<file path="src/sv/byte_value_frequency_table_macros.svh">
// Assertion macros for the byte value frequency table RTL.
// Depends on nothing; each user supplies clk and rst_n in its own scope.
`ifndef BYTE_VALUE_FREQUENCY_TABLE_MACROS_SVH
`define BYTE_VALUE_FREQUENCY_TABLE_MACROS_SVH

// A condition that must hold at every clock edge out of reset.
`define BVFT_ASSERT_ALWAYS(label, cond, msg) \
    label: assert property (@(posedge clk) disable iff (!rst_n) (cond)) else $error(msg);

// A condition that, once seen, must be followed by another in the next cycle.
`define BVFT_ASSERT_NEXT(label, ante, cons, msg) \
    label: assert property (@(posedge clk) disable iff (!rst_n) (ante) |=> (cons)) \
        else $error(msg);

`endif

</file>
<file path="src/sv/bvft_pkg.sv">
// Package for the byte value frequency table: field widths and the token
// that travels along the chain of cells. Depends on nothing.
`timescale 1ns / 1ps

package bvft_pkg;

    localparam int BYTE_W      = 8;
    localparam int COUNT_W     = 16;
    localparam int INDEX_OUT_W = 4;
    localparam int USED_OUT_W  = 5;

    // Fixed-width part of a beat as it walks the row of cells.
    typedef struct packed {
        logic               valid;
        logic               found;
        logic               inserted;
        logic [BYTE_W-1:0]  byte_value;
        logic [COUNT_W-1:0] count;
    } bvft_token_t;

endpackage

</file>
<file path="src/sv/bvft_cell.sv">
// One cell of the table: holds a single value and its count, compares the
// passing beat with it and hands the beat on. Depends on bvft_pkg.
`timescale 1ns / 1ps

module bvft_cell
    import bvft_pkg::*;
#(
    parameter int CELL_INDEX = 0,
    parameter int IDX_W      = 4,
    parameter int USED_W     = 5
)
(
    input  logic                clk,
    input  logic                rst_n,
    input  bvft_token_t         tok_in,
    input  logic [IDX_W-1:0]    idx_in,
    input  logic [USED_W-1:0]   used_in,
    output bvft_token_t         tok_out,
    output logic [IDX_W-1:0]    idx_out,
    output logic [USED_W-1:0]   used_out,
    output logic [BYTE_W-1:0]   value_out,
    output logic [COUNT_W-1:0]  count_out
);

    logic [BYTE_W-1:0]  value_reg;
    logic [COUNT_W-1:0] count_reg;
    bvft_token_t        tok_reg;
    bvft_token_t        tok_next;
    logic [IDX_W-1:0]   idx_reg;
    logic [IDX_W-1:0]   idx_next;
    logic [USED_W-1:0]  used_reg;
    logic               occupied;
    logic               free_here;
    logic               hit;
    logic               ins;
    logic [COUNT_W-1:0] count_inc;

    assign occupied  = used_in > USED_W'(CELL_INDEX);
    assign free_here = used_in == USED_W'(CELL_INDEX);
    assign hit       = tok_in.valid && !tok_in.found && occupied
                       && (value_reg == tok_in.byte_value);
    assign ins       = tok_in.valid && !tok_in.found && free_here;
    assign count_inc = count_reg + COUNT_W'(1);

    always_comb
    begin
        tok_next = tok_in;
        idx_next = idx_in;
        if (hit)
        begin
            tok_next.found = 1'b1;
            tok_next.count = count_inc;
            idx_next       = IDX_W'(CELL_INDEX);
        end
        else if (ins)
        begin
            tok_next.found    = 1'b1;
            tok_next.inserted = 1'b1;
            tok_next.count    = COUNT_W'(1);
            idx_next          = IDX_W'(CELL_INDEX);
        end
    end

    always_ff @(posedge clk or negedge rst_n)
    begin
        if (!rst_n)
        begin
            tok_reg  <= '0;
            idx_reg  <= '0;
            used_reg <= '0;
        end
        else
        begin
            tok_reg  <= tok_next;
            idx_reg  <= idx_next;
            used_reg <= used_in;
        end
    end

    always_ff @(posedge clk)
    begin
        if (hit)
        begin
            count_reg <= count_inc;
        end
        else if (ins)
        begin
            value_reg <= tok_in.byte_value;
            count_reg <= COUNT_W'(1);
        end
    end

    assign tok_out   = tok_reg;
    assign idx_out   = idx_reg;
    assign used_out  = used_reg;
    assign value_out = value_reg;
    assign count_out = count_reg;

endmodule

</file>
<file path="src/sv/byte_value_frequency_table.sv">
// Byte value frequency table: a row of TABLE_ENTRIES cells, one per entry.
// Each accepted beat walks the row one cell per cycle, and its result is
// given on done once it leaves the last cell. A new beat is accepted only
// while busy is low; busy stays high while a beat is in flight.
// Reset (rst_n, asynchronous, active low) empties the table and clears busy.
// Results are strobed for one cycle on done; the receiver cannot stall.
`timescale 1ns / 1ps

module byte_value_frequency_table
    import bvft_pkg::*;
#(
    parameter int TABLE_ENTRIES = 16
)
(
    input  logic                    clk,
    input  logic                    rst_n,
    input  logic                    start,
    input  logic [BYTE_W-1:0]       byte_value,
    input  logic                    first_of_buffer,
    output logic                    busy,
    output logic                    done,
    output logic                    matched,
    output logic                    dropped,
    output logic [INDEX_OUT_W-1:0]  entry_index,
    output logic [COUNT_W-1:0]      entry_count,
    output logic [USED_OUT_W-1:0]   entries_used,
    output logic [BYTE_W-1:0]       head_value,
    output logic [COUNT_W-1:0]      head_count
);

    `include "byte_value_frequency_table_macros.svh"

    // Width of an entry index, and of the fill count that can hold the depth.
    localparam int IDX_W  = (TABLE_ENTRIES > 1) ? $clog2(TABLE_ENTRIES) : 1;
    localparam int USED_W = $clog2(TABLE_ENTRIES + 1);

    // Of the table contents only the fill count has a defined reset. Entries at
    // or above it are never compared, so the cell storage needs no reset.
    logic [USED_W-1:0] used_reg;
    logic [USED_W-1:0] used_next;
    logic              busy_reg;
    logic              busy_next;
    logic              accept;

    bvft_token_t       tok_chain  [0:TABLE_ENTRIES];
    logic [IDX_W-1:0]  idx_chain  [0:TABLE_ENTRIES];
    logic [USED_W-1:0] used_chain [0:TABLE_ENTRIES];
    logic [BYTE_W-1:0]  cell_value [0:TABLE_ENTRIES-1];
    logic [COUNT_W-1:0] cell_count [0:TABLE_ENTRIES-1];

    bvft_token_t       tok_end;
    logic [31:0]       idx_wide;
    logic [31:0]       used_wide;

    assign accept = start && !busy_reg;

    // The beat enters cell zero straight from the ports: valid, not yet found,
    // not inserted, the byte itself and a zero count. It carries the fill
    // count as seen by this beat, already emptied when it opens a buffer, so
    // every cell knows whether it is occupied or the first free place.
    assign tok_chain[0]  = {accept, 1'b0, 1'b0, byte_value, {COUNT_W{1'b0}}};
    assign idx_chain[0]  = '0;
    assign used_chain[0] = first_of_buffer ? '0 : used_reg;

    for (genvar k = 0; k < TABLE_ENTRIES; k++)
    begin : g_cell
        bvft_cell #(
            .CELL_INDEX (k),
            .IDX_W      (IDX_W),
            .USED_W     (USED_W)
        ) u_cell (
            .clk       (clk),
            .rst_n     (rst_n),
            .tok_in    (tok_chain[k]),
            .idx_in    (idx_chain[k]),
            .used_in   (used_chain[k]),
            .tok_out   (tok_chain[k+1]),
            .idx_out   (idx_chain[k+1]),
            .used_out  (used_chain[k+1]),
            .value_out (cell_value[k]),
            .count_out (cell_count[k])
        );
    end

    assign tok_end = tok_chain[TABLE_ENTRIES];

    // Once the beat leaves the last cell the outcome is final: it either hit,
    // took the first free cell, or found the table full and was dropped.
    assign used_next = tok_end.valid
                       ? used_chain[TABLE_ENTRIES] + USED_W'(tok_end.inserted)
                       : used_reg;

    // Busy rises with an accepted beat and falls as its result is strobed.
    always_comb
    begin
        busy_next = busy_reg;
        if (accept)
        begin
            busy_next = 1'b1;
        end
        else if (tok_end.valid)
        begin
            busy_next = 1'b0;
        end
    end

    always_ff @(posedge clk or negedge rst_n)
    begin
        if (!rst_n)
        begin
            used_reg <= '0;
            busy_reg <= 1'b0;
        end
        else
        begin
            used_reg <= used_next;
            busy_reg <= busy_next;
        end
    end

    // Output fields are masked to their port widths, as for wide tables.
    assign idx_wide  = 32'(idx_chain[TABLE_ENTRIES]);
    assign used_wide = 32'(used_next);

    assign busy         = busy_reg;
    assign done         = tok_end.valid;
    assign matched      = tok_end.found && !tok_end.inserted;
    assign dropped      = !tok_end.found;
    assign entry_index  = idx_wide[INDEX_OUT_W-1:0];
    assign entry_count  = tok_end.count;
    assign entries_used = used_wide[USED_OUT_W-1:0];

    // Cell zero has finished with this beat long before the result appears.
    assign head_value = (used_next != '0) ? cell_value[0] : '0;
    assign head_count = (used_next != '0) ? cell_count[0] : '0;

    `BVFT_ASSERT_ALWAYS(a_done_while_busy, !done || busy_reg,
        "result strobed while no beat was in flight")
    `BVFT_ASSERT_ALWAYS(a_outcome_exclusive, !(done && matched && dropped),
        "a beat both matched and was dropped")
    `BVFT_ASSERT_ALWAYS(a_fill_in_range, used_reg <= USED_W'(TABLE_ENTRIES),
        "fill count exceeds the table depth")
    `BVFT_ASSERT_NEXT(a_accept_sets_busy, accept, busy_reg,
        "busy did not rise after an accepted beat")
    `BVFT_ASSERT_NEXT(a_done_clears_busy, done, !busy_reg && !done,
        "busy held or result repeated after the strobe")

endmodule
</file>
<file path="config.mk">
export PLATFORM = sky130hd
export DESIGN_NAME = byte_value_frequency_table
export DESIGN_NICKNAME = d
export VERILOG_FILES = /design/src/sv/bvft_pkg.sv /design/src/sv/bvft_cell.sv /design/src/sv/byte_value_frequency_table.sv
export VERILOG_INCLUDE_DIRS = /design/src /design/src/sv
export SDC_FILE = /design/constraint.sdc
export NUM_CORES = 1
export LEC_CHECK = 0
export BUFFER_PORTS_ARGS = -buffer_cell sky130_fd_sc_hd__buf_2
export CORE_MARGIN = 2
export CORE_UTILIZATION = 55
export CTS_CLUSTER_SIZE = 20
export DETAILED_ROUTE_END_ITERATION = 16
export MAX_ROUTING_LAYER = met4
export PLACE_DENSITY = 0.71
export SYNTH_ARGS = -nofsm -noshare
export SYNTH_HDL_FRONTEND = slang
export SYNTH_SLANG_ARGS = --single-unit
export TNS_END_PERCENT = 100
</file>
<file path="constraint.sdc">
create_clock -name clk -period 5.2 [get_ports clk]
set_clock_uncertainty 0.2 [all_clocks]
set_input_delay 0.78 -clock clk [delete_from_list [all_inputs] [get_ports clk]]
set_output_delay 0.78 -clock clk [all_outputs]
set_load 0.01 [all_outputs]
</file>
; Word level (Yosys, flattened, before mapping)
; Index checks and enable logic that the tools add are counted.
[totals]
word_cells = 490
register_bits = 943
input_bits = 12
out_inout_bits = 53
[op_classes]
n_eq_ne = 31
n_bitwise = 16
n_lt_le_gt_ge = 16
n_mux = 148
add_sub_neg = 17
reduce_logical = 118
[ops]
columns = cell, n
row1 = $mux 16, 64
row2 = $add 16x1->16 const B, 16
row3 = $eq 8x8->1, 16
row4 = $logic_and 1x1->1, 65
row5 = $mux 4, 16
row6 = $eq 5x4->1 const B, 8
row7 = $gt 5x4->1 const B, 8
row8 = $mux 2, 20
row9 = $mux 1, 37
row10 = $reduce_bool 2->1, 17
row11 = $reduce_and 2->1, 16
row12 = $mux 3, 8
row13 = $eq 5x3->1 const B, 4
row14 = $gt 5x3->1 const B, 4
row15 = $logic_not 1->1, 18
row16 = $not 1->1, 16
row17 = $eq 5x2->1 const B, 2
row18 = $gt 5x1->1 const B, 2
row19 = $gt 5x2->1 const B, 2
row20 = $mux 5, 2
row21 = $mux 8, 1
row22 = $add 5x1->5, 1
row23 = $eq 5x1->1 const B, 1
row24 = $logic_not 5->1, 1
row25 = $reduce_bool 5->1, 1

; Longest topological paths before layout
; Gate-level depths: netlist of the first run.
[depth]
ltp_word = 6
mapped_depth = 8
ltp_nobuf = 7

; Hierarchy
; From an unflattened synthesis of the first run, not the netlist that was laid out.
[hier_totals]
hier_cells = 2858
area_unflattened_um2 = 38867.3
[by_module_without_submodules]
columns = module, area_per_inst_um2, cells_per_inst, seq_area_each_um2, instances
row1 = bvft_cell at g_cell[11].u_cell, 2449.8, 182, 1621.6, 1
row2 = bvft_cell at g_cell[9].u_cell, 2448.6, 187, 1621.6, 1
row3 = bvft_cell at g_cell[8].u_cell, 2446.1, 183, 1621.6, 1
row4 = bvft_cell at g_cell[12].u_cell, 2442.3, 185, 1621.6, 1
row5 = bvft_cell at g_cell[6].u_cell, 2432.3, 180, 1621.6, 1
row6 = bvft_cell at g_cell[4].u_cell, 2427.3, 179, 1621.6, 1
row7 = bvft_cell at g_cell[0].u_cell, 2413.6, 178, 1621.6, 1
row8 = bvft_cell at g_cell[2].u_cell, 2403.6, 179, 1621.6, 1
row9 = bvft_cell at g_cell[7].u_cell, 2401.1, 177, 1621.6, 1
row10 = bvft_cell at g_cell[5].u_cell, 2389.8, 180, 1621.6, 1
row11 = bvft_cell at g_cell[15].u_cell, 2386.0, 176, 1621.6, 1
row12 = bvft_cell at g_cell[10].u_cell, 2337.2, 162, 1621.6, 1
row13 = bvft_cell at g_cell[14].u_cell, 2317.2, 165, 1621.6, 1
row14 = bvft_cell at g_cell[13].u_cell, 2306.0, 160, 1621.6, 1
row15 = 3 more rows, n/a, n/a, n/a, n/a

; Worst setup path before layout of the first run
; No wires, ideal clock.
[synth_timing]
path_type = register -> output
from = register g_cell[15].u_cell.tok_reg (netlist bit g_cell[15].u_cell.tok_out[24])
to = output head_count[0]
n_path_buf = 1
t_arrival_ps = 2064
path_slack_ps = 2156
path_stages_with_launch = 8
t_required_ps = 4220
path_cell_list = dfrtp_1 ha_1 ha_1 mux2_2 nor2_1 or4b_1 clkbuf_1 and2_1
[synth_between]
elab_chain_len = 4
[synth_rtl]
columns = item, line
row1 = from (decl), bvft_cell.sv:27  ; bvft_token_t tok_reg;
row2 = from (signal assigned), bvft_cell.sv:74  ; tok_reg <= tok_next;
row3 = $add 5x1->5, byte_value_frequency_table.sv:90  ; ? used_chain[TABLE_ENTRIES] + USED_W'(tok_end.inserted)
row4 = $mux 5, byte_value_frequency_table.sv:90
row5 = named net entries_used[1], byte_value_frequency_table.sv:26  ; output logic [USED_OUT_W-1:0] entries_used,
row6 = $reduce_bool 5->1, byte_value_frequency_table.sv:135  ; assign head_count = (used_next != '0) ? cell_count[0] : '0;
row7 = $mux 16, byte_value_frequency_table.sv:135
row8 = to (decl), byte_value_frequency_table.sv:28  ; output logic [COUNT_W-1:0] head_count
; The timed path passes the listed nets, and every way through them passes these cells.

; Worst setup path in the final report of the first run
[layout_timing]
from = register g_cell[15].u_cell.tok_reg (netlist bit g_cell[15].u_cell.tok_out[24])
to = output head_count[13]
[layout_between]
elab_chain_len = 4
[layout_rtl]
columns = item, line
row1 = $add 5x1->5, byte_value_frequency_table.sv:90
row2 = $mux 5, byte_value_frequency_table.sv:90
row3 = $reduce_bool 5->1, byte_value_frequency_table.sv:135
row4 = $mux 16, byte_value_frequency_table.sv:135
; No other way between the ends.

==> impl_metrics.env, run 1 <==
export IMPL_path_cells="ha_1 > ha_1 > nand3_1 > xor2_1 > a21oi_1 > or4b_1 > and2_1 > buf_2"
export IMPL_wl_met2_mm=33.3
export IMPL_ys_types=53
export IMPL_synth_flop_cell="dfrtp_1"
export IMPL_path_buf_inv=1
export IMPL_synthCells=2615
export IMPL_fin_ws_ns=1.14
export IMPL_htreeDepth=3
export IMPL_r2r_start="g_cell[11].u_cell.tok_out[22]"
export IMPL_critical_path_top_delay_family="simple AND/OR/NAND/NOR gates"
export IMPL_gp_routability_congestion=0.839
export IMPL_grt_pass1_wl_mm=108
export IMPL_worstRegToRegCells=6
export IMPL_route_met3_wl_mm=1.86
export IMPL_synthToLayoutAreaGrowth_pct=11.8
export IMPL_routed_wl_mm=65.0
export IMPL_combPwrFrac_pct=3.4
export IMPL_dp_slack_ns=1.74
export IMPL_regToRegSetupSlack_ns=1.78
export IMPL_report_final_slew_viol_count=0
export IMPL_crit_type="reg -> out"
export IMPL_maxCapViolCount=0
export IMPL_start_util_pct=55.6
export IMPL_fin_util_pct=62.2
export IMPL_power_frac_clock_pct=42.6
export IMPL_dieArea_um2=67400
export IMPL_ant_nets=0
export IMPL_cts_buffers=92
export IMPL_p_leak_uw=0.0183
export IMPL_grt_overflow=0
export IMPL_num_vias=19700
export IMPL_grt_antenna_before_repair=0
export IMPL_ctsResizeCount=0
export IMPL_synth_nets=2645
export IMPL_cts_hold_buf=0
export IMPL_startpoint_type="flip-flop"
export IMPL_synth_edf_count=384
export IMPL_cp_depth=8
export IMPL_p_int_uw=11900
export IMPL_wl_per_cell_um=17.8
export IMPL_fin_hold_ws_ns=0.0154
export IMPL_root_buffer="clkbuf_16"
export IMPL_rsz0062_at_grt="no"
export IMPL_synth_async_reset_ratio_pct=59.3
export IMPL_layout_common_cells="dfrtp_1, edfxtp_1, nor2_1"
export IMPL_ir_drop_mv=0.283
export IMPL_avgSynthCellArea_um2=13.7
export IMPL_post_cts_buffers=0
export IMPL_p_seq_share_pct=54.0
export IMPL_worst_pin_slew_ns=1.16
export IMPL_drtIter0Drc=1445
export IMPL_synth_seq_area_share_pct=71.0
export IMPL_slew_headroom_pct=22.6
export IMPL_core_um2=64600
export IMPL_cts_buffer_depth=3
export IMPL_io_pins=65
export IMPL_grt_use_total_pct=20.6
export IMPL_hold_path_class="in -> async"
export IMPL_die_x_um=260
export IMPL_critPathLaunch="g_cell[15].u_cell.tok_out[24]"
export IMPL_layout_nets=2752
export IMPL_m1WireLength_mm=27.9
export IMPL_critPathSlowestCell="or4b_1"
export IMPL_layout_commonest_cell="dfrtp_1"
export IMPL_cts_sinks=943
export IMPL_worstPathMaxFanout=24
export IMPL_swShare_pct=21.2
export IMPL_p_switching_uw=3200
export IMPL_numPortBuffers=64
export IMPL_drc_errors=0
export IMPL_grt_pass1_vias=20800
export IMPL_routed_top_layer="met4"
export IMPL_clk_latency_ns=0.64
export IMPL_fin_crit_sh_pct=78.2
export IMPL_ys_ff_latch=943
export IMPL_vias_per_cell=5.39
export IMPL_yosysWarnings=0
export IMPL_min_period_ns=4.06
export IMPL_hold_viol_final=0
export IMPL_status="finished clean"
export IMPL_grt_max_degree=127
export IMPL_die_h_um=260
export IMPL_critPathCapture="head_count[13]"
export IMPL_slowest_delay_ns=0.81
export IMPL_largest_reg_flops=424
export IMPL_arrival_ns=3.08
export IMPL_dp_hpwl_mm=43.7
export IMPL_path_clk_slew_ns=0.06
export IMPL_cellPowerDensity_nw_per_um2=376
export IMPL_cts_tree="built"
export IMPL_setup_viol=0
export IMPL_drive_gt1_share_pct=9.50
export IMPL_crit_top_cell="ha_1"
export IMPL_clock_fmax_ghz=0.246
export IMPL_r2r_end="g_cell[12].u_cell.count_out[5]"
export IMPL_placementRows=93
export IMPL_finalPower_uw=15100
export IMPL_worstPathRequired_ns=4.22
export IMPL_firstDrtPassIters=5
export IMPL_tns_ns=0
export IMPL_antennaDiodeCount=0
export IMPL_syn_cell_area_um2=35900
export IMPL_end_kind="primary output"
[how the worst min path moves through the flow]
stage / from / to / slack (ns) / cells past startpoint
global placement: g_cell[6].u_cell.used_out[3] / g_cell[7].u_cell.used_out[3] / 0.16 / 0
CTS: byte_value[3] / g_cell[0].u_cell.tok_out[19] / 0.05 / 1
global route: byte_value[2] / g_cell[0].u_cell.tok_out[18] / 0.06 / 1
detailed placement: g_cell[8].u_cell.used_out[2] / g_cell[9].u_cell.used_out[2] / 0.16 / 0
finish: rst_n / g_cell[14].u_cell.tok_out[11] / 0.02 / 1
floorplan: g_cell[7].u_cell.used_out[0] / g_cell[8].u_cell.used_out[0] / 0.15 / 0
[power groups by stage]
stage | registers (uW) | clock network [uW] | logic (uW)
floorplan | 8240 | 0 | 297
global placement | 8300 | 0 | 508
detailed placement | 8310 | 0 | 522
CTS | 8170 | 6580 | 528
global route | 8190 | 6900 | 582
finish | 8160 | 6440 | 516
[stage by stage]
| stage | cells | cell area [um^2] |
|---|---|---|
| 2_1_floorplan | 2615 | 35900 |
| 3_3_place_gp | 3483 | 37200 |
| 3_5_place_dp | 3483 | 37200 |
| 4_1_cts | 3654 | 40200 |
| 5_1_grt | 3654 | 40200 |
| 6_report | 3654 | 40200 |
[synthesized netlist by cell type, drive strengths merged, types with 3 or more instances]
cell / n / share of area, %
a21o: 178 / 3.7
a21oi: 14 / 0.19
a2bb2oi: 4 / 0.097
and2: 48 / 0.84
and3: 13 / 0.23
and4: 9 / 0.22
buf: 31 / 0.61
clkbuf: 45 / 0.47
dfrtp: 559 / 39
edfxtp: 384 / 32
ha: 18 / 0.63
inv: 71 / 0.74
nand2: 93 / 0.97
nand2b: 53 / 0.92
nand3: 93 / 1.3
nand4: 65 / 1.2
nor2: 326 / 3.4
nor2b: 16 / 0.28
nor3: 43 / 0.61
nor4: 71 / 1.2
nor4b: 3 / 0.073
o21a: 11 / 0.23
o21ai: 13 / 0.18
o2bb2ai: 42 / 1.0
or2: 23 / 0.40
or3: 16 / 0.28
or4: 4 / 0.094
xnor2: 162 / 3.9
xor2: 187 / 4.6
[cell families after synthesis]
family                   count (synthesis)  share of synthesized area [%]
multiplexers                             2                         0.0627
buffers and inverters                  147                           1.82
XOR/XNOR                               349                           8.51
adder cells (fa/ha/maj)                 18                          0.627
AND/OR/NAND/NOR                        885                           12.3
flip-flops                             943                           71.0
AO/OA/AOI/OAI                          271                           5.65
[worst reg2reg max path: stages, from the launching register on]
cell and delay [ns]:
dfrtp_1 0.41, xor2_1 0.17, nor4_1 0.37, nand4_1 0.76, nor2b_1 0.40, buf_4 0.24
inv_1 0.51
[routing by layer]
| layer | vias up | GRT usage (%) |
|---|---|---|
| met5 | - | - |
| met4 | 0 | 6.48 |
| met3 | 137 | 3.03 |
| met2 | 314 | 34.3 |
| met1 | 9913 | 26.3 |
| li1 | 9314 | - |
[final cells by class]
type                            instances  area (um^2)
Clock buffer                          135         2680
Clock inverter                         36          288
Fill cell                            4718        24400
Inverter                               71          267
Multi-Input combinational cell       1525         9790
Sequential cell                       943        25500
Tap cell                              855         1070
Timing Repair Buffer                   89          568
(Power assumes the default switching activity.)
==> run 2: changes to the inputs <==
==> constraint.sdc (replaced) <==
create_clock -name clk -period 4.09 [get_ports clk]
set_clock_uncertainty 0.2 [all_clocks]
set_input_delay 0.6135 -clock clk [delete_from_list [all_inputs] [get_ports clk]]
set_output_delay 0.6135 -clock clk [all_outputs]
set_load 0.01 [all_outputs]
==> impl_metrics.env, run 2 (same netlist as run 1, synthesis figures left out) <==
export IMPL_routed_wl_mm=65.2
export IMPL_fin_ws_ns=0.337
export IMPL_report_final_slew_viol_count=0
export IMPL_tns_ns=0
export IMPL_post_cts_buffers=0
export IMPL_ir_drop_mv=0.381
export IMPL_cts_sinks=943
export IMPL_drc_errors=0
export IMPL_gp_routability_congestion=0.824
export IMPL_hold_path_class="in -> reg"
export IMPL_grt_pass1_wl_mm=109
export IMPL_rsz0062_at_grt="no"
export IMPL_grt_use_total_pct=20.8
export IMPL_layout_common_cells="dfrtp_1, edfxtp_1, nor2_1"
export IMPL_firstDrtPassIters=5
export IMPL_worstPathMaxFanout=24
export IMPL_hold_viol_final=0
export IMPL_grt_max_degree=104
export IMPL_dieArea_um2=67400
export IMPL_crit_type="reg -> out"
export IMPL_dp_hpwl_mm=43.5
export IMPL_clock_fmax_ghz=0.266
export IMPL_die_x_um=260
export IMPL_num_vias=19800
export IMPL_p_leak_uw=0.0185
export IMPL_io_pins=65
export IMPL_htreeDepth=3
export IMPL_vias_per_cell=5.36
export IMPL_synthToLayoutAreaGrowth_pct=13.2
export IMPL_maxCapViolCount=0
export IMPL_drive_gt1_share_pct=10.5
export IMPL_placed_area_um2=37400
export IMPL_core_um2=64600
export IMPL_min_period_ns=3.75
export IMPL_worstPathRequired_ns=3.28
export IMPL_drtIter0Drc=1253
export IMPL_path_clk_slew_ns=0.06
export IMPL_grt_antenna_before_repair=0
export IMPL_setup_viol=0
export IMPL_start_util_pct=55.6
export IMPL_layout_commonest_cell="dfrtp_1"
export IMPL_fin_crit_sh_pct=91.8
export IMPL_placementRows=93
export IMPL_worst_pin_slew_ns=1.09
export IMPL_cts_tree="built"
export IMPL_grt_overflow=0
export IMPL_antennaDiodeCount=0
export IMPL_dp_slack_ns=0.846
export IMPL_largest_reg_flops=424
export IMPL_clk_latency_ns=0.65
export IMPL_postLayoutCellArea_um2=40700
export IMPL_startpoint_type="flip-flop"
export IMPL_end_kind="primary output"
export IMPL_root_buffer="clkbuf_16"
export IMPL_status="finished clean"
export IMPL_arrival_ns=2.94
export IMPL_finalPower_uw=19700
export IMPL_cellPowerDensity_nw_per_um2=484
export IMPL_layout_nets=2786
export IMPL_cts_buffer_depth=3
export IMPL_cts_buffers=91
export IMPL_die_h_um=260
export IMPL_slew_headroom_pct=26.8
export IMPL_numPortBuffers=64
export IMPL_ant_nets=0
export IMPL_grt_pass1_vias=20900
export IMPL_wl_per_cell_um=17.7
[run 2: power breakdown]
part           total, uW  internal, uW  switching (uW)
sequential         10400         10200             231
clock               8620          5060            3550
combinational        686           277             409
total              19700         15500            4190
[run 2: routing by layer]
metal	up-vias	global-route usage (%)	routed length, um
met5	-	-	0
met1	9954	26.3	27800
li1	9378	-	-
met4	0	6.31	1720
met2	313	35.0	33800
met3	134	3.02	1840
[run 2: through the flow]
stage,std cells,util (%),hold WS [ns]
2_1_floorplan,2615,-,0.118
3_3_place_gp,3508,57.9,0.151
3_5_place_dp,3508,57.9,0.154
4_1_cts,3688,63.0,0.0602
5_1_grt,3688,63.0,0.102
6_report,3688,63.0,0.101
[run 2: timing repair]
action                     in CTS  in global routing
resized for setup               0                  1
setup endpoints to repair       0                 24
hold endpoints to repair      109                  0
hold buffers                   10                  0
[run 2: worst paths after layout]
path,from,cells after the start,slack [ns],to
setup / recovery,g_cell[15].u_cell.tok_out[24],7,0.34,head_value[2]
hold / removal,start,3,0.10,g_cell[0].u_cell.tok_out[26]
setup reg to reg,g_cell[2].u_cell.used_out[3],6,1.07,g_cell[3].u_cell.tok_out[0]
hold reg to reg,g_cell[0].u_cell.tok_out[26],0,0.16,g_cell[1].u_cell.tok_out[26]
max in group asynchronous,rst_n,4,2.22,g_cell[0].u_cell.tok_out[7]
min in group asynchronous,rst_n,2,0.43,g_cell[14].u_cell.tok_out[11]
[run 2: final cells by class]
class                      count  area [um^2]
inverter                      71          267
clock buffer                 124         2550
timing repair buffer         124          881
multi-input combinational   1525         9790
sequential                   943        25500
tap                          855         1070
fill                        4637        23900
clock inverter                46          588
[run 2: critical path: stages, from the launching register on]
cell and delay, ns:
dfrtp_1 0.38, ha_1 0.21, ha_1 0.28, mux2_2 0.29
nor2_1 0.16, or4b_4 0.62, and2_1 0.22, buf_2 0.13
